$ cat config.mk
export PLATFORM = sky130hd
export DESIGN_NAME = sm3_hash_engine_core
export DESIGN_NICKNAME = d
export VERILOG_FILES = /design/src/sv/sm3_pkg.sv /design/src/sv/sm3_ctrl.sv /design/src/sv/sm3_datapath.sv /design/src/sv/sm3_hash_engine_core.sv
export SDC_FILE = /design/constraint.sdc
export NUM_CORES = 2
export LEC_CHECK = 0
export ABC_AREA = 0
export BUFFER_PORTS_ARGS = -buffer_cell sky130_fd_sc_hd__buf_4
export CORE_MARGIN = 4
export CORE_UTILIZATION = 40
export DETAILED_ROUTE_END_ITERATION = 10
export GPL_TIMING_DRIVEN = 0
export SETUP_SLACK_MARGIN = 0.05
export SKIP_LAST_GASP = 1
export SYNTH_ARGS = -nofsm -noshare
export SYNTH_HDL_FRONTEND = slang
export SYNTH_SLANG_ARGS = --single-unit
$ cat constraint.sdc
create_clock -name clk -period 52.8 [get_ports clk]
set_input_delay 10.56 -clock clk [delete_from_list [all_inputs] [get_ports clk]]
set_output_delay 10.56 -clock clk [all_outputs]
set_load 0.01 [all_outputs]
$ cat src/sv/sm3_pkg.sv
// Shared types, constants and functions for the SM3 hash engine.
// Used by the controller, the datapath and the top level; no dependencies.
package sm3_pkg;

    localparam logic [31:0] T_LOW  = 32'h79cc4519;
    localparam logic [31:0] T_HIGH = 32'h7a879d8a;
    localparam logic [31:0] PAD_MARK = 32'h80000000;
    localparam logic [3:0]  LAST_WORD = 4'd15;
    localparam logic [3:0]  LEN_HI_WORD = 4'd14;
    localparam logic [3:0]  LEN_LO_WORD = 4'd15;
    localparam logic [5:0]  LAST_ROUND = 6'd63;
    localparam logic [2:0]  LAST_INDEX = 3'd7;
    localparam logic [2:0]  FULL_BYTES = 3'd4;

    typedef enum logic [2:0] {
        ST_IDLE,
        ST_ROUND,
        ST_FOLD,
        ST_PAD,
        ST_LEN,
        ST_OUT
    } state_t;

    typedef enum logic [1:0] {
        AF_IDLE,
        AF_PAD,
        AF_LEN,
        AF_OUT
    } after_t;

    typedef struct packed {
        logic       word_wr;
        logic       capture;
        logic       comp_load;
        logic       round;
        logic [5:0] rnd;
        logic       fold;
        logic       pad_wr;
        logic       len_wr;
        logic       len_clr;
        logic       msg_reset;
        logic [2:0] out_idx;
    } cmd_t;

    typedef struct packed {
        logic [3:0] fill_w;
        logic [3:0] pad_ptr;
    } sts_t;

    function automatic logic [31:0] rotl(input logic [31:0] x, input logic [4:0] n);
        logic [63:0] tmp;
        tmp = {x, x} << n;
        return tmp[63:32];
    endfunction

    function automatic logic [31:0] perm0(input logic [31:0] x);
        return x ^ rotl(x, 5'd9) ^ rotl(x, 5'd17);
    endfunction

    function automatic logic [31:0] perm1(input logic [31:0] x);
        return x ^ rotl(x, 5'd15) ^ rotl(x, 5'd23);
    endfunction

    function automatic logic [31:0] round_const(input logic [5:0] j);
        logic [31:0] t;
        t = (j < 6'd16) ? T_LOW : T_HIGH;
        return rotl(t, j[4:0]);
    endfunction

    function automatic logic [31:0] init_value(input logic [2:0] i);
        logic [31:0] v;
        case (i)
            3'd0:    v = 32'h7380166F;
            3'd1:    v = 32'h4914B2B9;
            3'd2:    v = 32'h172442D7;
            3'd3:    v = 32'hDA8A0600;
            3'd4:    v = 32'hA96F30BC;
            3'd5:    v = 32'h163138AA;
            3'd6:    v = 32'hE38DEE4D;
            default: v = 32'hB0FB0E4E;
        endcase
        return v;
    endfunction

endpackage

$ cat src/sv/sm3_ctrl.sv
// Controller state machine for the SM3 hash engine.
// Depends on sm3_pkg; drives the datapath through cmd_t and reads sts_t.
module sm3_ctrl (
    input  logic            clk,
    input  logic            rst_n,
    input  logic            s_tvalid,
    input  logic            s_tlast,
    input  logic [2:0]      valid_bytes,
    output logic            s_tready,
    output logic            m_tvalid,
    output logic            m_tlast,
    input  logic            m_tready,
    output logic [2:0]      word_index,
    input  sm3_pkg::sts_t   sts,
    output sm3_pkg::cmd_t   cmd
);

    sm3_pkg::state_t state_reg, state_next;
    sm3_pkg::after_t after_reg, after_next;
    logic [5:0] rnd_reg, rnd_next;
    logic [2:0] idx_reg, idx_next;
    logic       clr_reg, clr_next;

    always_ff @(posedge clk or negedge rst_n)
    begin
        if (!rst_n)
        begin
            state_reg <= sm3_pkg::ST_IDLE;
            after_reg <= sm3_pkg::AF_IDLE;
            rnd_reg   <= '0;
            idx_reg   <= '0;
            clr_reg   <= 1'b0;
        end
        else
        begin
            state_reg <= state_next;
            after_reg <= after_next;
            rnd_reg   <= rnd_next;
            idx_reg   <= idx_next;
            clr_reg   <= clr_next;
        end
    end

    always_comb
    begin
        state_next = state_reg;
        after_next = after_reg;
        rnd_next   = rnd_reg;
        idx_next   = idx_reg;
        clr_next   = clr_reg;
        cmd        = '0;
        cmd.rnd    = rnd_reg;
        cmd.out_idx = idx_reg;
        cmd.len_clr = clr_reg;
        s_tready   = 1'b0;
        m_tvalid   = 1'b0;
        m_tlast    = 1'b0;
        word_index = idx_reg;
        case (state_reg)
            sm3_pkg::ST_IDLE:
            begin
                s_tready = 1'b1;
                if (s_tvalid)
                begin
                    if (!s_tlast)
                    begin
                        cmd.word_wr = 1'b1;
                        if (sts.fill_w == sm3_pkg::LAST_WORD)
                        begin
                            cmd.comp_load = 1'b1;
                            rnd_next   = '0;
                            after_next = sm3_pkg::AF_IDLE;
                            state_next = sm3_pkg::ST_ROUND;
                        end
                    end
                    else
                    begin
                        cmd.capture = 1'b1;
                        if (valid_bytes >= sm3_pkg::FULL_BYTES)
                        begin
                            cmd.word_wr = 1'b1;
                            if (sts.fill_w == sm3_pkg::LAST_WORD)
                            begin
                                cmd.comp_load = 1'b1;
                                rnd_next   = '0;
                                after_next = sm3_pkg::AF_PAD;
                                state_next = sm3_pkg::ST_ROUND;
                            end
                            else
                            begin
                                state_next = sm3_pkg::ST_PAD;
                            end
                        end
                        else
                        begin
                            state_next = sm3_pkg::ST_PAD;
                        end
                    end
                end
            end
            sm3_pkg::ST_ROUND:
            begin
                cmd.round = 1'b1;
                rnd_next  = rnd_reg + 6'd1;
                if (rnd_reg == sm3_pkg::LAST_ROUND)
                begin
                    state_next = sm3_pkg::ST_FOLD;
                end
            end
            sm3_pkg::ST_FOLD:
            begin
                cmd.fold = 1'b1;
                case (after_reg)
                    sm3_pkg::AF_PAD: state_next = sm3_pkg::ST_PAD;
                    sm3_pkg::AF_LEN: state_next = sm3_pkg::ST_LEN;
                    sm3_pkg::AF_OUT:
                    begin
                        idx_next   = '0;
                        state_next = sm3_pkg::ST_OUT;
                    end
                    default: state_next = sm3_pkg::ST_IDLE;
                endcase
            end
            sm3_pkg::ST_PAD:
            begin
                cmd.pad_wr = 1'b1;
                if (sts.pad_ptr >= sm3_pkg::LEN_HI_WORD)
                begin
                    // length no longer fits: compress this block, then a clean one
                    clr_next      = 1'b1;
                    cmd.comp_load = 1'b1;
                    rnd_next      = '0;
                    after_next    = sm3_pkg::AF_LEN;
                    state_next    = sm3_pkg::ST_ROUND;
                end
                else
                begin
                    clr_next   = 1'b0;
                    state_next = sm3_pkg::ST_LEN;
                end
            end
            sm3_pkg::ST_LEN:
            begin
                cmd.len_wr    = 1'b1;
                cmd.comp_load = 1'b1;
                rnd_next      = '0;
                after_next    = sm3_pkg::AF_OUT;
                state_next    = sm3_pkg::ST_ROUND;
            end
            sm3_pkg::ST_OUT:
            begin
                m_tvalid = 1'b1;
                m_tlast  = (idx_reg == sm3_pkg::LAST_INDEX);
                if (m_tready)
                begin
                    idx_next = idx_reg + 3'd1;
                    if (idx_reg == sm3_pkg::LAST_INDEX)
                    begin
                        cmd.msg_reset = 1'b1;
                        state_next    = sm3_pkg::ST_IDLE;
                    end
                end
            end
            default: state_next = sm3_pkg::ST_IDLE;
        endcase
    end

endmodule

$ cat src/sv/sm3_datapath.sv
// Datapath of the SM3 hash engine: block buffer, message schedule, round unit, chain.
// Depends on sm3_pkg; driven by sm3_ctrl through cmd_t.
module sm3_datapath (
    input  logic            clk,
    input  logic            rst_n,
    input  logic [31:0]     message_word,
    input  logic [2:0]      valid_bytes,
    input  sm3_pkg::cmd_t   cmd,
    output sm3_pkg::sts_t   sts,
    output logic [31:0]     digest_word
);

    logic [31:0] buf_reg [16];
    logic [31:0] buf_next [16];
    logic [31:0] win_reg [16];
    logic [31:0] wk_reg  [8];
    logic [31:0] chain_reg [8];
    logic [3:0]  fill_reg;
    logic [54:0] count_reg;
    logic [3:0]  ptr_reg;
    logic [31:0] pw_reg;
    logic [63:0] bits_reg;

    logic [31:0] a12, ss1, ss2, ff, gg, tt1, tt2, wnext;
    logic [6:0]  byte_sum;
    logic [2:0]  vcnt;
    logic [31:0] pw_next;

    assign sts.fill_w  = fill_reg;
    assign sts.pad_ptr = ptr_reg;
    assign digest_word = chain_reg[cmd.out_idx];

    // byte count and pad word of the final word
    always_comb
    begin
        vcnt = (valid_bytes >= sm3_pkg::FULL_BYTES) ? sm3_pkg::FULL_BYTES : valid_bytes;
        byte_sum = {1'b0, fill_reg, 2'b00} + {4'b0000, vcnt};
        case (vcnt)
            3'd1:    pw_next = {message_word[31:24], 24'h800000};
            3'd2:    pw_next = {message_word[31:16], 16'h8000};
            3'd3:    pw_next = {message_word[31:8], 8'h80};
            default: pw_next = sm3_pkg::PAD_MARK;
        endcase
    end

    // one compression round
    always_comb
    begin
        a12 = sm3_pkg::rotl(wk_reg[0], 5'd12);
        ss1 = sm3_pkg::rotl(a12 + wk_reg[4] + sm3_pkg::round_const(cmd.rnd), 5'd7);
        ss2 = ss1 ^ a12;
        if (cmd.rnd < 6'd16)
        begin
            ff = wk_reg[0] ^ wk_reg[1] ^ wk_reg[2];
            gg = wk_reg[4] ^ wk_reg[5] ^ wk_reg[6];
        end
        else
        begin
            ff = (wk_reg[0] & wk_reg[1]) | (wk_reg[0] & wk_reg[2]) | (wk_reg[1] & wk_reg[2]);
            gg = (wk_reg[4] & wk_reg[5]) | (~wk_reg[4] & wk_reg[6]);
        end
        tt1 = ff + wk_reg[3] + ss2 + (win_reg[0] ^ win_reg[4]);
        tt2 = gg + wk_reg[7] + ss1 + win_reg[0];
        wnext = sm3_pkg::perm1(win_reg[0] ^ win_reg[7] ^ sm3_pkg::rotl(win_reg[13], 5'd15))
              ^ sm3_pkg::rotl(win_reg[3], 5'd7) ^ win_reg[10];
    end

    // next block contents, so that a load in the same cycle sees the new word
    always_comb
    begin
        for (int i = 0; i < 16; i++)
        begin
            buf_next[i] = buf_reg[i];
            if (cmd.word_wr)
            begin
                if (4'(i) == fill_reg)
                    buf_next[i] = message_word;
            end
            else if (cmd.pad_wr)
            begin
                if (4'(i) == ptr_reg)
                    buf_next[i] = pw_reg;
                else if (4'(i) > ptr_reg)
                    buf_next[i] = '0;
            end
            else if (cmd.len_wr)
            begin
                if (4'(i) == sm3_pkg::LEN_HI_WORD)
                    buf_next[i] = bits_reg[63:32];
                else if (4'(i) == sm3_pkg::LEN_LO_WORD)
                    buf_next[i] = bits_reg[31:0];
                else if (cmd.len_clr)
                    buf_next[i] = '0;
            end
        end
    end

    always_ff @(posedge clk)
    begin
        for (int i = 0; i < 16; i++)
            buf_reg[i] <= buf_next[i];

        if (cmd.comp_load)
        begin
            for (int i = 0; i < 16; i++)
                win_reg[i] <= buf_next[i];
            for (int i = 0; i < 8; i++)
                wk_reg[i] <= chain_reg[i];
        end
        else if (cmd.round)
        begin
            for (int i = 0; i < 15; i++)
                win_reg[i] <= win_reg[i + 1];
            win_reg[15] <= wnext;
            wk_reg[0] <= tt1;
            wk_reg[1] <= wk_reg[0];
            wk_reg[2] <= sm3_pkg::rotl(wk_reg[1], 5'd9);
            wk_reg[3] <= wk_reg[2];
            wk_reg[4] <= sm3_pkg::perm0(tt2);
            wk_reg[5] <= wk_reg[4];
            wk_reg[6] <= sm3_pkg::rotl(wk_reg[5], 5'd19);
            wk_reg[7] <= wk_reg[6];
        end

        if (cmd.capture)
        begin
            pw_reg   <= pw_next;
            ptr_reg  <= (vcnt == sm3_pkg::FULL_BYTES) ? fill_reg + 4'd1 : fill_reg;
            bits_reg <= {count_reg, 9'b0} + {54'b0, byte_sum, 3'b000};
        end
    end

    always_ff @(posedge clk or negedge rst_n)
    begin
        if (!rst_n)
        begin
            for (int i = 0; i < 8; i++)
                chain_reg[i] <= sm3_pkg::init_value(3'(i));
            fill_reg  <= '0;
            count_reg <= '0;
        end
        else
        begin
            if (cmd.msg_reset)
            begin
                for (int i = 0; i < 8; i++)
                    chain_reg[i] <= sm3_pkg::init_value(3'(i));
                fill_reg  <= '0;
                count_reg <= '0;
            end
            else
            begin
                if (cmd.fold)
                begin
                    for (int i = 0; i < 8; i++)
                        chain_reg[i] <= chain_reg[i] ^ wk_reg[i];
                end
                if (cmd.word_wr)
                begin
                    fill_reg <= fill_reg + 4'd1;
                    if (fill_reg == sm3_pkg::LAST_WORD)
                        count_reg <= count_reg + 55'd1;
                end
            end
        end
    end

endmodule

$ cat src/sv/sm3_hash_engine_core.sv
// SM3 hash engine top level: stream ports, controller and datapath.
// Depends on sm3_pkg, sm3_ctrl and sm3_datapath.
// A word that does not complete a block is accepted in the idle state; a word that
// completes a block stops input while the block is compressed: load with the accept,
// 64 rounds in the single round unit, one fold. A final word leads to one or two
// extra blocks before the first digest word, then 8 words at one per accepted cycle.
// Reset clears the controller and loads the SM3 initial value; no clearing pass.
module sm3_hash_engine_core (
    input  logic        clk,
    input  logic        rst_n,
    input  logic        s_tvalid,
    output logic        s_tready,
    input  logic [39:0] s_tdata,  // [31:0] message_word, [34:32] valid_bytes, zero above
    input  logic        s_tlast,  // final_word
    output logic        m_tvalid,
    input  logic        m_tready,
    output logic [39:0] m_tdata,  // [31:0] digest_word, [34:32] word_index, zero above
    output logic        m_tlast   // last_of_digest
);

    sm3_pkg::cmd_t cmd;
    sm3_pkg::sts_t sts;
    logic [2:0]  word_index;
    logic [31:0] digest_word;

    // sequencing: absorb, pad, length, compress and hand out the digest
    sm3_ctrl u_ctrl (
        .clk         (clk),
        .rst_n       (rst_n),
        .s_tvalid    (s_tvalid),
        .s_tlast     (s_tlast),
        .valid_bytes (s_tdata[34:32]),
        .s_tready    (s_tready),
        .m_tvalid    (m_tvalid),
        .m_tlast     (m_tlast),
        .m_tready    (m_tready),
        .word_index  (word_index),
        .sts         (sts),
        .cmd         (cmd)
    );

    // storage and the round unit
    sm3_datapath u_dp (
        .clk          (clk),
        .rst_n        (rst_n),
        .message_word (s_tdata[31:0]),
        .valid_bytes  (s_tdata[34:32]),
        .cmd          (cmd),
        .sts          (sts),
        .digest_word  (digest_word)
    );

    // drive the digest word straight from the chain registers
    assign m_tdata = {5'b00000, word_index, digest_word};

endmodule

==> reports/results.ini <==
[timing]
fin_crit_ps=15420
tightest_slew_ps=1670
fmax_mhz=64.9
finalClockSkew_ps=54.3
grt_setup_unrepaired=false
hold_violations=0
period_share_pct=29.2
relSlewSlack_pct=-12.1
setup_violations=0
fin_tns_setup_ps=0
finalMaxSlewViolations=71

[status]
violations=capacitance limit, slew limit
status=complete, but fails checks

[final_layout]
drive_above_1_share_pct=11.6
final_cell_mix=nand2_1 (1278), edfxtp_1 (857), nor2_1 (628), clkbuf_1 (546)
largest_reg_flops=512
area_delta_synth_final_pct=12.5
layout_commonest_cell=nand2_1
final_util_pct=45.3
nNetsFinal=9203

[die]
die_y_um=481
fp.coreArea_mm2=0.222
num_io_pins=88
start_util_pct=40.3
rows=173
die_area_mm2=0.231
die_w_um=481

[drt]
first_iter_violations=12702
wl_mm=431
vias=75662
wl_per_cell_um=35.8
drc=0
firstDrtPassIters=10
route.antenna.remaining_nets=0
vias_per_cell=6.29

[worst_setup_path]
reg2reg_slack_ps=38960
arrival_ps=4860
r2r_start=u_ctrl.rnd_reg[4]
crit_required_ps=42240
end_kind=output port
reg2reg_to=u_dp.wk_reg[0][30]
cp_max_fo=10
rr_worst_depth=39
start_kind=register
path_class=register to output port

[worst_hold_path]
hold_end=u_dp.buf_reg[1][108]
hold_start=u_dp.buf_reg[1][108]
hold_depth=2
hold_path.class=register to register

[clock_network]
cts_setup_buffers=0
cts-root-buf=clkbuf_16
clk_pin_slew_ps=70
hold_buffers=0
cts_tree=done
numCtsBuffers=187
cts_sinks=1696
clock_latency_ps=880
h-tree-depth=4
clock_path_buffers=3
cts_resized=0

[logic_synthesis]
ys_async_sr_fraction_pct=19.5
syn_inst=8596
syn_area_per_cell_um2=10.4
ys_ff_latch=1696
synth_seq_area_share_pct=49.5
synth_area_mm2=0.0895
synth_edf_count=857
yosysWarnings=0
synth_ff_type=edfxtp_1
synth.distinct_cells=95

[grt]
grt_pass1_vias=71138
grt_max_degree=95
antenna_found_initial=33
grt_pass1_wl_mm=584
grt_usage_pct=36.3
gr-total-overflow=0

[placement]
dp_hpwl_mm=331
numPortBuffers=47
gp_congestion=1.09

[job]
maxCapViolCount=10

logic make-up (layout without fill, tap and decap cells):
group           count (synthesis)  count (layout)  share of synthesized area [%]
compound gates               1839            1839                           13.7
xor+xnor                      676             676                           6.74
fa+ha+maj                     299             299                           5.76
buf+inv                      1030            1457                           4.42
flops                        1696            1696                           49.5
mux                           607             607                           8.22
other cells                     1              33                        0.00419
simple gates                 2448            2448                           11.6
worst max-delay path, cell delays in order (launching register included):
cell and delay, ps:
dfrtp_1 780, clkbuf_1 930, buf_1 960, mux4_2 730, mux2_2 360, buf_4 160
Yosys cell counts, drive strengths merged (19+ instances only):
cell type | n | area [µm²]
nand2 | 1279 | 4800
edfxtp | 857 | 25700
nor2 | 633 | 2400
a21oi | 512 | 2570
clkbuf | 510 | 1910
dfxtp | 509 | 10200
mux2 | 386 | 4350
o21ai | 364 | 1830
inv | 359 | 1350
xor2 | 349 | 3060
xnor2 | 321 | 2830
dfrtp | 211 | 5280
fa | 188 | 3760
and3 | 187 | 1170
a22oi | 176 | 1320
buf | 160 | 687
a222oi | 157 | 1570
mux2i | 157 | 1570
nand3 | 133 | 678
dfstp | 119 | 3130
a31oi | 116 | 741
ha | 110 | 1380
o22ai | 110 | 688
a22o | 101 | 885
a221oi | 77 | 681
nor3 | 65 | 342
mux4 | 64 | 1440
a21o | 53 | 398
a221o | 51 | 510
nand4 | 34 | 213
o221ai | 25 | 219
nor2b | 23 | 151
or3 | 22 | 138
and2 | 21 | 131
nand2b | 19 | 119
stage by stage:
step	cells	setup slack, ps	hold slack, ps	instance area [µm²]
4_1_cts	12002	37340	458	101000
3_3_place_gp	11622	9030	433	93600
3_5_place_dp	11646	36990	442	94200
5_1_grt	12009	37350	472	101000
2_1_floorplan	8600	23380	418	89500
6_report	12030	37380	458	101000
cell type report:
type	count	area [µm²]
diodes	28	70.1
plain buffers	670	2620
clock buffers	253	5180
clock inverters	103	1170
fillers	20982	122000
inverters	360	1350
multi-input cells	5874	41200
flip-flops and latches	1696	44300
well taps	2975	3720
repair buffers	71	938
worst max-delay path by stage:
| stage | start | end | slack [ps] | cells after the start |
|---|---|---|---|---|
| 6_report | u_ctrl.word_index[0] | m_tdata[24] | 37380 | 5 |
| 5_1_grt | u_ctrl.word_index[0] | m_tdata[26] | 37350 | 5 |
| 2_1_floorplan | s_tdata[34] | u_dp.win_reg[0][0] | 23380 | 7 |
| 3_3_place_gp | s_tdata[34] | u_dp.wk_reg[0][220] | 9030 | 8 |
| 3_5_place_dp | s_tdata[34] | u_dp.win_reg[0][497] | 36990 | 13 |
| 4_1_cts | u_ctrl.word_index[0] | m_tdata[24] | 37340 | 5 |
layer usage:
metal	up-vias	GRT usage (%)	wire (µm)
li1	31228	-	-
met1	37816	44.9	156000
met2	5368	52.9	181000
met3	1246	10.1	49500
met4	4	29.7	43900
met5	-	0	25
Power is not shown: default switching activity piles up to over one toggle a cycle in this logic, so the estimate is an artifact.
